`config.mk`:
```
export PLATFORM = sky130hd
export DESIGN_NAME = sto_div
export DESIGN_NICKNAME = d
export VERILOG_FILES = /design/src/sto_pkg.sv /design/src/sto_div.sv
export SDC_FILE = /design/constraint.sdc
export NUM_CORES = 1
export LEC_CHECK = 0
export BUFFER_PORTS_ARGS = -buffer_cell sky130_fd_sc_hd__buf_4
export CELL_PAD_IN_SITES_DETAIL_PLACEMENT = 1
export CELL_PAD_IN_SITES_GLOBAL_PLACEMENT = 1
export CORE_ASPECT_RATIO = 0.7
export CORE_UTILIZATION = 35
export CTS_CLUSTER_DIAMETER = 50
export DETAILED_ROUTE_END_ITERATION = 6
export PLACE_DENSITY_LB_ADDON = 0.3
export SETUP_SLACK_MARGIN = 0.5
export SYNTH_ARGS = -nofsm -noshare
export SYNTH_HDL_FRONTEND = slang
export SYNTH_SLANG_ARGS = --single-unit
```
`constraint.sdc`:
```
create_clock -name clk -period 3.5 [get_ports clk]
set_input_delay 0.7 -clock clk [delete_from_list [all_inputs] [get_ports clk]]
set_output_delay 0.7 -clock clk [all_outputs]
set_load 0.02 [all_outputs]
```
`src/sto_pkg.sv`:
```
// Package with shared constants and types of the sighting table.
package sto_pkg;

    localparam int ENTRIES_DEF = 64;

    localparam logic [1:0] ACT_OBSERVE = 2'd0;
    localparam logic [1:0] ACT_PRUNE   = 2'd1;
    localparam logic [1:0] ACT_CLEAR   = 2'd2;
    localparam logic [1:0] ACT_QUERY   = 2'd3;

    localparam logic [1:0] CLS_PROBE  = 2'd0;
    localparam logic [1:0] CLS_BEACON = 2'd1;
    localparam logic [1:0] CLS_ASSOC  = 2'd2;
    localparam logic [1:0] CLS_OTHER  = 2'd3;

    localparam logic CFG_IGNORE_LOCAL = 1'b0;
    localparam logic CFG_MIN_RSSI     = 1'b1;

    typedef struct packed {
        logic [63:0] ssid;
        logic [47:0] mac;
        logic [7:0]  rssi;
        logic [7:0]  channel;
        logic [1:0]  cls;
        logic [31:0] seen_ts;
        logic [31:0] seen_cnt;
    } entry_t;

endpackage

```
`src/sto_div.sv`:
```
// Restoring divider for the prune threshold, one quotient bit per cycle.
module sto_div #(
    parameter int NW = 48,
    parameter int DW = 12
) (
    input  logic          clk,
    input  logic          rst_n,
    input  logic          start,
    input  logic [NW-1:0] num,
    input  logic [DW-1:0] den,
    output logic          done,
    output logic [NW-1:0] quo
);
    import sto_pkg::*;

    localparam int CW = $clog2(NW + 1);

    logic [NW-1:0] quo_reg;
    logic [NW-1:0] quo_next;
    logic [DW:0]   rem_reg;
    logic [DW:0]   rem_next;
    logic [DW-1:0] den_reg;
    logic [CW-1:0] cnt_reg;
    logic [CW-1:0] cnt_next;
    logic          busy_reg;
    logic          done_reg;
    logic [DW+1:0] trial;

    always_comb
    begin
        trial    = {rem_reg, quo_reg[NW-1]};
        quo_next = {quo_reg[NW-2:0], 1'b0};
        rem_next = trial[DW:0];
        if (trial >= {2'b00, den_reg})
        begin
            rem_next    = (DW+1)'(trial - {2'b00, den_reg});
            quo_next[0] = 1'b1;
        end
        cnt_next = cnt_reg - CW'(1);
    end

    always_ff @(posedge clk or negedge rst_n)
    begin
        if (!rst_n)
        begin
            busy_reg <= 1'b0;
            done_reg <= 1'b0;
            cnt_reg  <= '0;
        end
        else
        begin
            done_reg <= 1'b0;
            if (start)
            begin
                busy_reg <= 1'b1;
                cnt_reg  <= CW'(NW);
            end
            else if (busy_reg)
            begin
                cnt_reg <= cnt_next;
                if (cnt_next == '0)
                begin
                    busy_reg <= 1'b0;
                    done_reg <= 1'b1;
                end
            end
        end
    end

    always_ff @(posedge clk)
    begin
        if (start)
        begin
            quo_reg <= num;
            rem_reg <= '0;
            den_reg <= den;
        end
        else if (busy_reg)
        begin
            quo_reg <= quo_next;
            rem_reg <= rem_next;
        end
    end

    assign done = done_reg;
    assign quo  = quo_reg;

endmodule

```
# Word level (Yosys, flattened, before mapping)
# Index checks and enable logic that the tools add are counted.
# word_totals
regBits	81
input_bits	63
out_inout_bits	49
elab_cells	23
# classes
add_sub_neg	2
n_lt_le_gt_ge	1
n_mux	12
n_reduce_logical	2
# op_table
operator	count
48-bit two-way mux	2
14-bit by 12-bit >= comparator with 1-bit output	1
13-bit two-way mux	1
13-bit by 12-bit subtractor with 13-bit output	1
6-bit two-way mux	2
1-bit two-way mux	7
6-bit logical NOT	1
6-bit by 1-bit subtractor with 6-bit output (second input constant)	1
2-bit nonzero test	1

# Longest topological paths before layout
# logic_depth
depth_word	5
depth_mapped	10
depth_no_buf	9

# Least setup slack after synthesis
# No wires, ideal clock.
# synth_timing
path_kind	input to register
start	in start
end	reg quo_reg[0], in the netlist quo[0], enable pin
setup_ps	402
arrival_time_ps	2295
t_required_ps	3098
slack_ps	802
cell_stages	4
n_path_buf	2
path_cell_list	clkbuf_1 > buf_1 > nor2_1 > inv_1
# synth_between
elab_chain_len	1
# synth_rtl
item	line_no	text
start, declared	sto_div.sv:8	input logic start,
2-bit nonzero test (no source line)	n/a	
end signal, assigned	sto_div.sv:74	quo_reg <= num;
end signal, assigned	sto_div.sv:80	quo_reg <= quo_next;
end, declared	sto_div.sv:18	logic [NW-1:0] quo_reg;
# No other way between the ends.
# A chain may end at the register's enable or synchronous reset.

# Final worst setup path
# layout_timing
start	reg quo_reg[47], in the netlist quo[47]
end	reg quo_reg[0], in the netlist quo[0] (data pin)
# layout_between
elab_chain_len	4
# layout_rtl
item	line_no	text
14-bit by 12-bit >= comparator with 1-bit output	sto_div.sv:34	if (trial >= {2'b00, den_reg})
1-bit two-way mux	sto_div.sv:34	
48-bit two-way mux	sto_div.sv:78	else if (busy_reg)
48-bit two-way mux	sto_div.sv:72	if (start)
# No other way between the ends. The select of a mux whose other input is x is not followed.

==> results_dict.tcl <==
set metrics [dict create \
    required_ns 3.56 \
    outcome "finished clean" \
    fp.dieW_um 134.8 \
    p_total_mw 3.787 \
    finalSetupViolations 0 \
    synth_seq_cells 81 \
    io_buffer_count 111 \
    power.ir.vdd_worst_mv 0.2778 \
    dp_hpwl_mm 7.832 \
    final_common_cell "buf_4" \
    yosysSeqAreaShare_pct 52.33 \
    synthCells 348 \
    maxSlewHeadroom_pct 34.04 \
    drtIter0Drc 170 \
    drtPass1Iterations 4 \
    start_util_pct 36.48 \
    fin_ws_ns 0.8240 \
    avgSynthCellArea_um2 12.42 \
    num_rows 33 \
    gp_congestion 0.8216 \
    num_antenna_cells 0 \
    clkLatencyLatePin_ns 0.34 \
    dp_cells 601 \
    cts_tree "yes" \
    top_level_ports 112 \
    hold_violations 0 \
    final_cells 617 \
    p_per_area_nw_per_um2 673.4 \
    yosysWarnings 0 \
    die_area_um2 12810 \
    pre_cts_ws_ns 0.8602 \
    period_share_pct 76.46 \
    rsz0062_at_grt "false" \
    largest_reg_flops 48 \
    maxCapViolCount 0 \
    synth.distinct_cells 64 \
    grt_usage_pct 17.66 \
    fin_nets 533 \
    cts_root_buf "clkbuf_16" \
    vias 3182 \
    tightest_slew_ns 0.9895 \
    syn_to_final_growth_pct 30.10 \
    final-max-slew-violation-count 0 \
    syn-num-nets 426 \
    worstSetupPathType "reg2reg" \
    core-area_um2 11850 \
    ant_nets 0 \
    antenna_found_initial 0 \
    holdBufCountCts 0 \
    yosysTopAreaCell "edfxtp_1" \
    hp-class "in2async" \
    timing.setup.tns_ns 0 \
    post_cts_buffers 0 \
    synth.area.top_cells "edfxtp_1 (42%), mux2_2 (12%), dfxtp_1 (6.0%), dfrtp_1 (4.6%), ha_1 (4.1%)" \
    clkTransAtPathRegs_ns 0.07 \
    clockBufferDepth 2 \
    clock_skew_ns 0.009431 \
    grt_pass1_wl_mm 17.03 \
    cts.sink_count 81 \
    endpoint_kind "register" \
    async_flop_share_pct 9.877 \
    viasPerCell 5.157 \
    drive_above_1_share_pct 43.04 \
    route.detailed.drc 0 \
    p_leak_nw 2.295 \
    grt_pass1_vias 3171 \
    syn_area_um2 4323 \
    critPathMaxFanout 7 \
    layout_min_cycle_time_ns 2.676 \
    routedWlPerCell_um 17.78 \
    start_kind "register" \
    layout_common_cells "buf_4 (114), edfxtp_1 (60), mux2_2 (47)" \
    synth_edf_count 60 \
    max_freq_ghz 0.3737 \
    synth_top_area_share_pct 41.68 \
    die_h_um 94.98 \
    htree_levels 3 \
    numCtsBuffers 9 \
    cts_resized 0 \
    grt.overflow.total 0 \
    postLayoutCoreUtil_pct 47.46 \
    wl_mm 10.97 \
    synth_ff_type "edfxtp_1" \
    grt_max_degree 54 \
    critPathArrivalTime_ns 2.73 \
]
-- path summary, 6_finish.rpt --
path	slack, ns	end	depth (start not counted)	start
worst max register to register	0.82	quo[0]	9	quo[47]
worst max-delay path	0.82	quo[0]	9	quo[47]
worst min register to register	0.51	rem_reg[5]	2	rem_reg[5]
min in group clk	0.51	rem_reg[5]	2	rem_reg[5]
max in group asynchronous	3.19	busy_reg	1	rst_n
worst min-delay path	0.17	cnt_reg[0]	1	rst_n
-- where the power goes --
| group | switching, mW | internal, mW |
|---|---|---|
| Combinational | 0.784 | 0.603 |
| Clock | 0.421 | 0.639 |
| Sequential | 0.131 | 1.21 |
-- Yosys cell counts (3+ instances only) --
cell type,instances
xor2_1,4
a21o_1,3
mux2_2,47
xnor2_1,11
clkbuf_1,8
inv_1,22
a211oi_1,3
ha_1,14
a41oi_1,3
a311oi_1,6
o21bai_1,4
o21ai_0,10
dfxtp_1,13
buf_2,6
nand2_1,15
nor2_1,25
buf_1,3
nand4_1,7
o31ai_1,9
dfrtp_1,8
edfxtp_1,60
a21oi_1,11
nor3b_1,5
-- worst max-delay path, stage by stage (launching register included) --
cell      delay [ns]
edfxtp_1        0.40
inv_1           0.10
ha_1            0.16
inv_1           0.05
fa_1            0.41
a21o_2          0.28
o21ai_4         0.20
a21oi_4         0.12
nor3_2          0.53
mux2i_1         0.15
-- routing by layer --
layer	share of wire (%)	routed length [µm]	global-route usage (%)
met1	47	5120	23.99
met2	46	5049	26.37
met3	6.2	683	5.582
met4	1.1	116	6.273
met5	0	0	0
-- per-stage QoR --
| stage | area (µm²) | hold WS [ns] |
|---|---|---|
| after detailed placement | 5293 | 0.5065 |
| after floorplan | 4323 | 0.4044 |
| after global routing | 5624 | 0.1717 |
| final | 5624 | 0.1730 |
| after global placement | 5293 | 0.5018 |
| after CTS | 5624 | 0.1653 |
-- area by class of cell --
type / instances / area (µm²)
Clock inverter: 7 / 106.4
Clock buffer: 9 / 225.2
Tap cell: 157 / 196.4
Timing Repair Buffer: 114 / 855.8
Sequential cell: 81 / 2262
Fill cell: 1238 / 6226
Multi-Input combinational cell: 227 / 1896
Inverter: 22 / 82.58
-- cells by family after synthesis --
family / after synthesis / synth area share (%)
muxes: 49 / 12.71
buffers and inverters: 40 / 3.821
DFF: 81 / 52.33
adders and majority gates: 15 / 4.515
and+or+nand+nor: 74 / 9.175
xor gates and xnor gates: 15 / 3.039
AOI/OAI and AO/OA: 74 / 14.41
Note: power is estimated with default switching activity, not from simulation.
